**src/sact_pkg.sv**
```systemverilog
`timescale 1ns / 1ps
// Shared types and constants of the cache tag and replacement engine.
package sact_pkg;

  localparam int OP_W = 4;
  localparam int SET_W = 10;
  localparam int WAY_W = 3;
  localparam int ST_W = 3;

  localparam int SET_COUNT = 1024;
  localparam int ASSOC = 8;

  typedef enum logic [OP_W-1:0] {
    OP_LOOKUP    = 4'd0,
    OP_TOUCH     = 4'd1,
    OP_VICTIM    = 4'd2,
    OP_SET_BLOCK = 4'd3,
    OP_SET_TRANS = 4'd4,
    OP_GET_BLOCK = 4'd5,
    OP_OR_DIRTY  = 4'd6,
    OP_OR_VALID  = 4'd7,
    OP_CLR_DIRTY = 4'd8,
    OP_CLR_VALID = 4'd9,
    OP_POP_DIRTY = 4'd10
  } opcode_t;

  localparam logic [2:0] POL_LRU = 3'd0;
  localparam logic [2:0] POL_LRU_EXT = 3'd1;
  localparam logic [2:0] POL_LRU_BASE = 3'd2;
  localparam logic [2:0] POL_FIFO = 3'd3;

  localparam logic [0:0] CFG_POLICY = 1'd0;
  localparam logic [0:0] CFG_LINE = 1'd1;

  localparam logic [31:0] ALL_ONES = 32'hFFFF_FFFF;
  localparam logic [31:0] LFSR_TAPS = 32'h8020_0003;

  // Command handed from the front to the back part.
  typedef struct packed {
    logic [OP_W-1:0]  opcode;
    logic [31:0]      address;
    logic [SET_W-1:0] set_index;
    logic [WAY_W-1:0] way_index;
    logic [31:0]      tag_value;
    logic [ST_W-1:0]  new_state;
    logic [31:0]      word_mask;
    logic [7:0]       lock_bits;
  } cmd_t;

  typedef struct packed {
    logic             hit;
    logic [SET_W-1:0] set_out;
    logic [WAY_W-1:0] way_out;
    logic [ST_W-1:0]  state_out;
    logic [31:0]      tag_out;
    logic [31:0]      dirty_out;
    logic [31:0]      dirty_word_address;
  } res_t;

endpackage

```
**src/sact_front.sv**
```systemverilog
`timescale 1ns / 1ps
// Front part: accepts commands and queues them for the back part.
module sact_front (
  input  logic           clk,
  input  logic           rst,
  input  logic           in_valid,
  output logic           in_ready,
  input  sact_pkg::cmd_t in_cmd,
  output logic           q_valid,
  input  logic           q_ready,
  output sact_pkg::cmd_t q_cmd
);
  import sact_pkg::*;

  cmd_t       slot [2];
  logic [1:0] count;
  logic       wr_ptr;
  logic       rd_ptr;
  logic       push;
  logic       pop;

  assign in_ready = (count != 2'd2);
  assign push = in_valid && in_ready;
  assign q_valid = (count != 2'd0);
  assign pop = q_valid && q_ready;
  assign q_cmd = slot[rd_ptr];

  always_ff @(posedge clk) begin
    if (rst) begin
      count <= 2'd0;
      wr_ptr <= 1'b0;
      rd_ptr <= 1'b0;
    end else begin
      if (push) wr_ptr <= ~wr_ptr;
      if (pop) rd_ptr <= ~rd_ptr;
      count <= count + {1'b0, push} - {1'b0, pop};
    end
    if (push) slot[wr_ptr] <= in_cmd;
  end

endmodule

```
**config.mk**
```make
export PLATFORM = sky130hd
export DESIGN_NAME = sact_front
export DESIGN_NICKNAME = d
export VERILOG_FILES = /design/src/sact_pkg.sv /design/src/sact_front.sv
export SDC_FILE = /design/constraint.sdc
export NUM_CORES = 1
export LEC_CHECK = 0
export ABC_AREA = 0
export BUFFER_PORTS_ARGS = -buffer_cell sky130_fd_sc_hd__buf_2
export CAP_MARGIN = 20
export CELL_PAD_IN_SITES_DETAIL_PLACEMENT = 1
export CELL_PAD_IN_SITES_GLOBAL_PLACEMENT = 2
export CORE_MARGIN = 2
export CORE_UTILIZATION = 41
export DETAILED_ROUTE_END_ITERATION = 10
export HOLD_SLACK_MARGIN = 0.03
export PLACE_DENSITY_LB_ADDON = 0.05
export SLEW_MARGIN = 10
export SYNTH_ARGS = -nofsm -noshare
export SYNTH_HDL_FRONTEND = slang
export SYNTH_SLANG_ARGS = --single-unit
```
**constraint.sdc**
```tcl
create_clock -name clk -period 17.2 [get_ports clk]
set_input_delay 5.16 -clock clk [delete_from_list [all_inputs] [get_ports clk]]
set_output_delay 5.16 -clock clk [all_outputs]
set_load 0.03 [all_outputs]
```
# Word-level counts from Yosys, hierarchy flattened
# Memories as Yosys holds them, arrays and structs flattened. A register that Yosys moved wholly into a read port is not among the register bits.
# Index checks and enable logic that the tools add are counted.
[op_classes]
bitwise = 2
eq_ne = 1
n_addsub = 2
mux = 4
n_reduce_logical = 3
[ops]
columns = ["operator", "count"]
rows = [
  ["2-to-1 mux 1 bit", 4],
  ["adder 2 x 1 -> 2 bit", 1],
  ["logical AND 1 bit", 2],
  ["!= test 2 bit (second input constant)", 1],
  ["NOT 1 bit", 2],
  ["nonzero test 2 bit", 1],
  ["subtractor 2 x 1 -> 2 bit", 1],
]
[totals]
register_bits = 4
ram_bits = 248
mem_count = 1
elab_cells = 16
out_inout_bits = 126
in_bits = 128
[mem_list]
columns = ["memory", "words", "width", "read_ports", "rd_ports_with_merged_regs", "write_ports", "line", "text"]
rows = [
  ["slot", 2, 124, 1, 1, 1, "sact_front.sv:15", "cmd_t slot [2];"],
]

# Logic depth before layout (Yosys ltp)
# Gate-level depths: netlist of the first run.
[depth]
depth_word = 4
ltp_mapped = 8
depth_no_buf = 8

# Worst setup path after synthesis of the first run
# OpenSTA, ideal clock, no wires.
[synth_path]
path_kind = "input -> register"
start = "input in_valid"
end = "memory slot[0][0] (netlist bit), enable pin"
required_ns = 16.591
path_stages = 2
n_path_buf = 0
arrival_time_ns = 10.409
path_slack_ns = 6.182
setup_ns = 0.609
cell_sequence = "nand2_1 > nor2_1"
[synth_between]
elab_chain_cells = 3
[synth_rtl]
columns = ["element", "line", "text"]
rows = [
  ["start: declaration", "sact_front.sv:6", "input logic in_valid,"],
  ["logical AND 1 bit", "sact_front.sv:23", "assign push = in_valid && in_ready;"],
  ["2-to-1 mux 1 bit", "sact_front.sv:38", "if (push) slot[wr_ptr] <= in_cmd;"],
  ["2-to-1 mux 1 bit (not written as such)", "sact_front.sv:38", ""],
  ["end: declaration", "sact_front.sv:15", ""],
]
# Every way passes these cells.

==> reports/qor_table.md, run 1 <==
| Metric | This run | Unit |
|---|---|---|
| Fraction of final layout cells sized beyond drive strength 1 | 60.7 | % |
| Post-cts gate resize count | 0 | - |
| #FFs+latches synth | 253 | - |
| Critical Path Source Type | flip-flop | - |
| Met3 demand-to-capacity share in global routing | 6.08 | % |
| Final critical delay including setup and external delays | 8390 | ps |
| Total power per unit cell area | 165 | nW/um^2 |
| Number of primary I/O pins | 254 | - |
| Buffers inserted during post-CTS setup optimization | 0 | - |
| EDFF count, synth | 248 | - |
| Area share of the largest cell type after synthesis | 79.1 | % |
| Routed WL | 19100 | um |
| Core area | 22600 | um^2 |
| Largest net degree at the start of global routing | 70 | - |
| Global route overflow | 0 | - |
| Final count of pins violating max slew | 0 | - |
| Number of design rule violations left after detail routing | 0 | - |
| Placer's final routability congestion estimate | 0.704 | - |
| Final layout net count | 814 | - |
| Number of sinks driven by the clock tree | 253 | - |
| Leakage power figure | 4.59 | nW |
| All-layer global routing usage | 15.4 | % |
| Placement row count | 55 | - |
| Vias in the first global route | 5149 | - |
| Net count of the mapped netlist | 540 | - |
| Number of distinct library cells after synthesis | 17 | - |
| Number of standard cells after synthesis | 410 | - |
| Hold-fix buffers, CTS | 0 | - |
| Final setup TNS | 0 | ps |
| Result of the run | finished, final reports clean | - |
| Fin crit share | 48.8 | % |
| Max Buffers Root-to-Sink | 3 | - |
| Max FO, Critical Path | 63 | - |
| Setup slack on the worst flop-to-flop path | 14580 | ps |
| M2 GR Usage | 26.3 | % |
| Reg-to-Reg Start | count[0] | - |
| Data arrival time of the worst path | 3230 | ps |
| Transition time of the tightest slew-check pin | 977 | ps |
| Die extent in y | 156 | um |
| Clock Pin Slew Worst Setup and Hold Paths | 60 | ps |
| Via-to-Cell Ratio | 4.75 | - |
| Number of violations of the max-capacitance limit | 0 | - |
| Peak supply drop | 98.5 | uV |
| Worst-Skew Late Latency | 530 | ps |
| Global-route wire length before repair | 28500 | um |
| Yosys warning total | 0 | - |
| Clock skew | 19.5 | ps |
| Layout Area Growth over Synthesis | 27.0 | % |
| Maximum clock rate | 119 | MHz |
| Remaining antenna violation count after routing | 0 | - |
| CTS HTree Levels | 1 | - |
| Setup repair after global routing missed its margin | no | - |
| Most used flip-flop cell after synthesis | sky130_fd_sc_hd__edfxtp_1 | - |
| Met1 track demand over resource | 17.8 | % |
| Peak-usage layer in the global routing report | met2 | - |
| Final Hold Violating Endpoints | 0 | - |
| Crit path capture type | primary output | - |
| Root buffer selected by CTS | sky130_fd_sc_hd__clkbuf_16 | - |
| Setup violators final | 0 | - |
| Required time at the worst-slack endpoint | 12040 | ps |
| Number of input and output port buffers inserted | 253 | - |
| Worst slew margin relative to its limit | 34.8 | % |
| Number of detailed-routing iterations run before antenna repair | 4 | - |
| DRC marker count from the first detailed-route iteration | 130 | - |
| Kind of path behind the tightest hold check | flip-flop to flip-flop | - |
| Final HPWL DP | 12700 | um |
| Class of the most critical setup path | flip-flop to primary output | - |
| Cell area after technology mapping | 9420 | um^2 |
| Synthesized area per cell | 23.0 | um^2 |
| Worst hold start | rd_ptr | - |
| Total via count in the routed design | 4719 | - |
| Largest area contributor in the netlist | sky130_fd_sc_hd__edfxtp_1 | - |
| Part of the Yosys area used for sequential elements | 80.1 | % |
| Effective utilization at floorplan | 41.7 | % |
| TritonCTS clock tree | yes | - |
| Top post-synthesis cells by area | sky130_fd_sc_hd__edfxtp_1 79%, sky130_fd_sc_hd__mux2_4 9.6%, sky130_fd_sc_hd__mux2_2 7.8% | - |
| Ranking of synthesized cells by instance count | 248 x sky130_fd_sc_hd__edfxtp_1, 65 x sky130_fd_sc_hd__mux2_2, 60 x sky130_fd_sc_hd__mux2_4, 8 x sky130_fd_sc_hd__buf_6, 6 x sky130_fd_sc_hd__buf_2 | - |
| Share of synthesized registers carrying an async set or reset | 0 | % |
| Total clock buffers created by CTS | 28 | - |
| Die ar. | 24200 | um^2 |
| Most frequent cell after synthesis | sky130_fd_sc_hd__edfxtp_1 | - |
| Die X-Extent | 156 | um |
| WHS | 552 | ps |
| Wirelength per Cell | 19.2 | um |
| Antenna violations before repair | 8 | - |
## power breakdown
group | internal, mW | switching [mW]
logic | 0.199 | 0.349
registers | 0.776 | 0.0270
clock network | 0.395 | 0.226
## final cells by class
class / count / area (um^2)
multi-input combinational: 142 / 1760
sequential: 253 / 7550
clock buffer: 33 / 741
clock inverter: 18 / 235
tap: 285 / 357
fill: 2128 / 10600
antenna: 3 / 7.51
inverter: 1 / 3.75
timing repair buffer: 258 / 1300
## metrics by stage
stage / power, mW / worst slack, ps / cells / util, % / area, um^2
2_1_floorplan: 1.24 / 6180 / 410 / - / 9420
4_1_cts: 2.00 / 8680 / 990 / 52.9 / 11900
5_1_grt: 2.05 / 8580 / 993 / 53.0 / 12000
3_5_place_dp: 1.37 / 9240 / 939 / 48.6 / 11000
6_report: 1.97 / 8810 / 993 / 53.0 / 12000
3_3_place_gp: 1.36 / 9300 / 939 / 48.6 / 11000
## final timing paths
check / end / cells past startpoint
max: q_cmd[2] / 4
min: rd_ptr / 2
max reg2reg: slot[1][22] / 3
min reg2reg: rd_ptr / 2
## routing by layer
layer | vias up | routed length (um)
li1 | 2183 | -
met1 | 2310 | 7330
met2 | 178 | 9510
met3 | 40 | 1790
met4 | 8 | 403
met5 | - | 53
## state kept, by name (all words and copies together) (netlist names), named ones only
| signal | count |
|---|---|
| count | 2 |
| slot | 248 |
| rd_ptr | 1 |
| wr_ptr | 1 |
## critical path, cell delays in order (launching register included)
cell                      delay, ps
sky130_fd_sc_hd__dfxtp_4        560
sky130_fd_sc_hd__buf_4          770
sky130_fd_sc_hd__buf_4          740
sky130_fd_sc_hd__mux2_2         410
sky130_fd_sc_hd__buf_2          180
## cells in the final DEF (no fill, tap or decap), drive strengths merged
| master | count |
|---|---|
| or2 | 1 |
| nor2 | 5 |
| o21a | 1 |
| clkinv | 11 |
| and3 | 1 |
| xor2 | 1 |
| nor2b | 2 |
| nand2b | 1 |
| buf | 258 |
| nand2 | 1 |
| dfxtp | 5 |
| clkinvlp | 1 |
| mux2 | 125 |
| ha | 2 |
| xnor2 | 2 |
| clkbuf | 33 |
| inv | 1 |
| bufinv | 6 |
| edfxtp | 248 |
| diode | 3 |
## cells by family (layout without fill, tap and decap cells)
logic type,Yosys count,after routing,share of synthesized area [%]
AO/OA/AOI/OAI,1,1,0.0798
XOR/XNOR,3,3,0.279
adder cells (fa/ha/maj),2,2,0.266
buffers and inverters,15,310,1.32
flip-flops,253,253,80.1
multiplexers,125,125,17.3
other,0,3,0
AND/OR/NAND/NOR,11,11,0.571
Power figures use the tool's default switching activity.
==> run 2: changes to the inputs <==
- ABC_AREA: 0 -> 1
- CORE_UTILIZATION: 41 -> 38
- clock period: 17.2 -> 7.9 ns (I/O delays scaled with it)
==> run 2 against run 1 <==
Clock power is 92% higher; worst setup slack lost 6200 ps; sequential share of layout area is 0.37 points higher; sequential power up 120%; register-to-register slack worse by 9300 ps; non-clock buffer count unchanged; clock skew decreased by 1.9 ps; largest cell class unchanged.
==> reports/qor_table.md, run 2 <==
| Metric | This run | Unit | Delta |
|---|---|---|---|
| Buffers plus inverters on the worst setup path | 2 | - | -1 |
| Top delay family on crit path | flip-flops | - |  |
| Number of standard cells after synthesis | 423 | - | +3.2% |
| Critical Path Source Type | flip-flop | - |  |
| Data arrival time of the worst path | 2920 | ps | -310 ps |
| Number of violations of the max-capacitance limit | 0 | - | unchanged |
| Most used flip-flop cell after synthesis | sky130_fd_sc_hd__edfxtp_1 | - |  |
| Number of placed cells counting well taps | 991 | - | +5.5% |
| Largest area contributor in the netlist | sky130_fd_sc_hd__edfxtp_1 | - |  |
| Class of the most critical setup path | flip-flop to primary output | - |  |
| Wirelength per Cell | 18.2 | um | -5.1% |
| Total clock buffers created by CTS | 27 | - | -3.6% |
| Routed WL | 19100 | um | -0.14% |
| Die extent in y | 162 | um | +3.9% |
| Antenna violations before repair | 6 | - | -2 |
| Net count of the mapped netlist | 553 | - | +2.4% |
| Setup slack on the worst flop-to-flop path | 5310 | ps | -9270 ps |
| Final critical delay including setup and external delays | 5290 | ps |  |
| Leakage power figure | 4.56 | nW | -0.66% |
| Final layout net count | 826 | - | +1.5% |
| Peak supply drop | 205 | uV | +110% |
| Total power per unit cell area | 346 | nW/um^2 | +110% |
| Final HPWL DP | 12500 | um | -1.3% |
| CTS HTree Levels | 1 | - | unchanged |
| Number of detailed-routing iterations run before antenna repair | 4 | - | unchanged |
| Number of distinct library cells after synthesis | 12 | - | -5 |
| Setup repair after global routing missed its margin | no | - |  |
| Critical path's largest stage delay | 960 | ps | +190 ps |
| Clock skew | 17.6 | ps | -1.94 ps |
| DRC marker count from the first detailed-route iteration | 263 | - | +100% |
| Final count of pins violating max slew | 0 | - | unchanged |
| Ranking of synthesized cells by instance count | 248 x sky130_fd_sc_hd__edfxtp_1, 64 x sky130_fd_sc_hd__mux2_2, 60 x sky130_fd_sc_hd__mux2_4, 9 x sky130_fd_sc_hd__nor2_1 | - |  |
| Power, Total | 4.12 | mW | +110% |
| Total via count in the routed design | 4716 | - | -0.064% |
| Yosys warning total | 0 | - | unchanged |
| Max FO, Critical Path | 66 | - | +4.8% |
| Share of synthesized registers carrying an async set or reset | 0 | % | unchanged |
| Number of input and output port buffers inserted | 253 | - | unchanged |
| Remaining antenna violation count after routing | 0 | - | unchanged |
| Required time at the worst-slack endpoint | 5530 | ps | -6510 ps |
| Count of non-filler cells in the finished layout | 1045 | - | +5.2% |
| Placement row count | 57 | - | +3.6% |
| Die X-Extent | 162 | um | +3.9% |
| Transition time of the tightest slew-check pin | 947 | ps | -30.4 ps |
| Placed Instance Area | 11000 | um^2 | +0.57% |
| Final Hold Violating Endpoints | 0 | - | unchanged |
| Largest net degree at the start of global routing | 70 | - | unchanged |
| Cell-by-cell trace of the critical path | buf_4 > mux2_2 > buf_2 | - |  |
| Final setup TNS | 0 | ps | unchanged |
| Placer's final routability congestion estimate | 0.742 | - | +5.5% |
| Number of design rule violations left after detail routing | 0 | - | unchanged |
| Fraction of final layout cells sized beyond drive strength 1 | 59.5 | % | -1.2 points |
| Root buffer selected by CTS | sky130_fd_sc_hd__clkbuf_16 | - |  |
| Maximum clock rate | 189 | MHz |  |
| Fill cell total of the finished layout | 2349 | - | +10% |
| Most common library cell in the layout ignoring fill and taps | sky130_fd_sc_hd__buf_2 | - |  |
| Total non-filler cell area in the finished layout | 11900 | um^2 | -0.59% |
| EDFF count, synth | 248 | - | unchanged |
| Layout Area Growth over Synthesis | 26.0 | % |  |
| Hold-fix buffers, CTS | 0 | - | unchanged |
| Buffers inserted during post-CTS setup optimization | 0 | - | unchanged |
| Number of primary I/O pins | 254 | - | unchanged |
| Result of the run | finished, final reports clean | - |  |
| #FFs+latches synth | 253 | - | unchanged |
| Die ar. | 26100 | um^2 | +7.9% |
| Global route overflow | 0 | - | unchanged |
| Setup violators final | 0 | - | unchanged |
| Most frequent cell after synthesis | sky130_fd_sc_hd__edfxtp_1 | - |  |
| Part of the Yosys area used for sequential elements | 80.0 | % | -0.14 points |
| TritonCTS clock tree | yes | - |  |
| Top post-synthesis cells by area | sky130_fd_sc_hd__edfxtp_1 79%, sky130_fd_sc_hd__mux2_4 9.6%, sky130_fd_sc_hd__mux2_2 7.6% | - |  |
| Vias in the first global route | 5179 | - | +0.58% |
| Effective utilization at floorplan | 38.8 | % | -2.9 points |
| Core area | 24300 | um^2 | +7.7% |
| Most frequent cells in the layout | 253 x sky130_fd_sc_hd__buf_2, 248 x sky130_fd_sc_hd__edfxtp_1, 64 x sky130_fd_sc_hd__mux2_2 | - |  |
| Max Buffers Root-to-Sink | 3 | - | unchanged |
| Post-cts gate resize count | 0 | - | unchanged |
| Number of sinks driven by the clock tree | 253 | - | unchanged |
| Worst slew margin relative to its limit | 36.9 | % | +2.0 points |
| Clock Pin Slew Worst Setup and Hold Paths | 60 | ps | about the same |
| Crit path capture type | primary output | - |  |
| Area share of the largest cell type after synthesis | 78.9 | % | -0.14 points |
| Cell area after technology mapping | 9430 | um^2 | +0.17% |
| Register bank with the most flops | slot | - |  |
| Via-to-Cell Ratio | 4.51 | - | -5.0% |
| Cell at the slowest stage of the critical path | sky130_fd_sc_hd__dfxtp_4 | - |  |
| Worst-Skew Late Latency | 520 | ps | about the same |
| Global-route wire length before repair | 28900 | um | +1.4% |
| Fin crit share | 66.9 | % |  |
| Synthesized area per cell | 22.3 | um^2 | -2.9% |
| Share of the core filled with cells in the final layout | 48.9 | % | -4.1 points |
| Flip-flop count of the largest register after layout | 248 | - | unchanged |
| All-layer global routing usage | 14.4 | % | -1.0 points |
| Largest registers ranked by flip-flop count | slot: 248 flops, count: 2 flops | - |  |
| Kind of path behind the tightest hold check | flip-flop to flip-flop | - |  |
-- run 2: changes by cell type after synthesis, moves of 2 or more --
cell                      previous run  this run
sky130_fd_sc_hd__nand3_1             0         3
sky130_fd_sc_hd__nor2_1              5         9
sky130_fd_sc_hd__xnor2_1             2         0
sky130_fd_sc_hd__nand2_1             1         8
sky130_fd_sc_hd__inv_1               1         8
sky130_fd_sc_hd__nor2b_1             2         0
sky130_fd_sc_hd__a21oi_1             0         2
-- run 2: final timing paths --
| check | endpoint | depth (start not counted) | from |
|---|---|---|---|
| setup / recovery | q_cmd[37] | 3 | flip-flop |
| hold / removal | flip-flop | 2 | rd_ptr |
| hold reg to reg | flip-flop | 2 | rd_ptr |
| setup reg to reg | slot[1][69] | 5 | count[0] |
-- run 2: stage by stage --
step | worst slack (ps) | hold slack (ps)
finish | 2610 | 505
global route | 2400 | 547
CTS | 2490 | 501
detailed placement | 3070 | 502
global placement | 3110 | 485
floorplan | 1780 | 467
-- run 2: cell families (layout without fill, tap and decap cells) --
logic type / after synthesis / count (layout) / share of synthesized area [%]
AOI/OAI and AO/OA: 2 / 2 / 0.106
buffers and inverters: 22 / 315 / 1.59
DFF: 253 / 253 / 80.0
adders and majority gates: 2 / 2 / 0.265
muxes: 124 / 124 / 17.2
other: 0 / 5 / 0
and+or+nand+nor: 20 / 20 / 0.836
-- run 2: layout make-up --
cell class              count  area (um^2)  area share (%)
diodes                      5         12.5           0.105
clock buffers              30          687            5.78
multi-input cells         148         1740            14.7
flip-flops and latches    253         7550            63.5
inverters                   8         32.5           0.274
clock inverters            19          151            1.27
well taps                 324          405            3.41
repair buffers            258         1300            11.0
-- run 2: worst min-delay path, stage by stage (launching register included) --
cell,delay (ps)
sky130_fd_sc_hd__dfxtp_1,330
sky130_fd_sc_hd__nor2_1,60
sky130_fd_sc_hd__nor2_1,90
-- run 2: routing by layer --
| metal | share of wire (%) | global-route usage (%) |
|---|---|---|
| met1 | 41 | 17.9 |
| met2 | 48 | 23.7 |
| met3 | 8.5 | 4.93 |
| met4 | 1.7 | 4.46 |
| met5 | 0.23 | 0 |
-- run 2: power breakdown --
group | total (mW) | switching, mW | internal [mW]
Combinational | 1.14 | 0.727 | 0.417
Clock | 1.19 | 0.496 | 0.690
Sequential | 1.79 | 0.0847 | 1.70
Total | 4.12 | 1.31 | 2.81
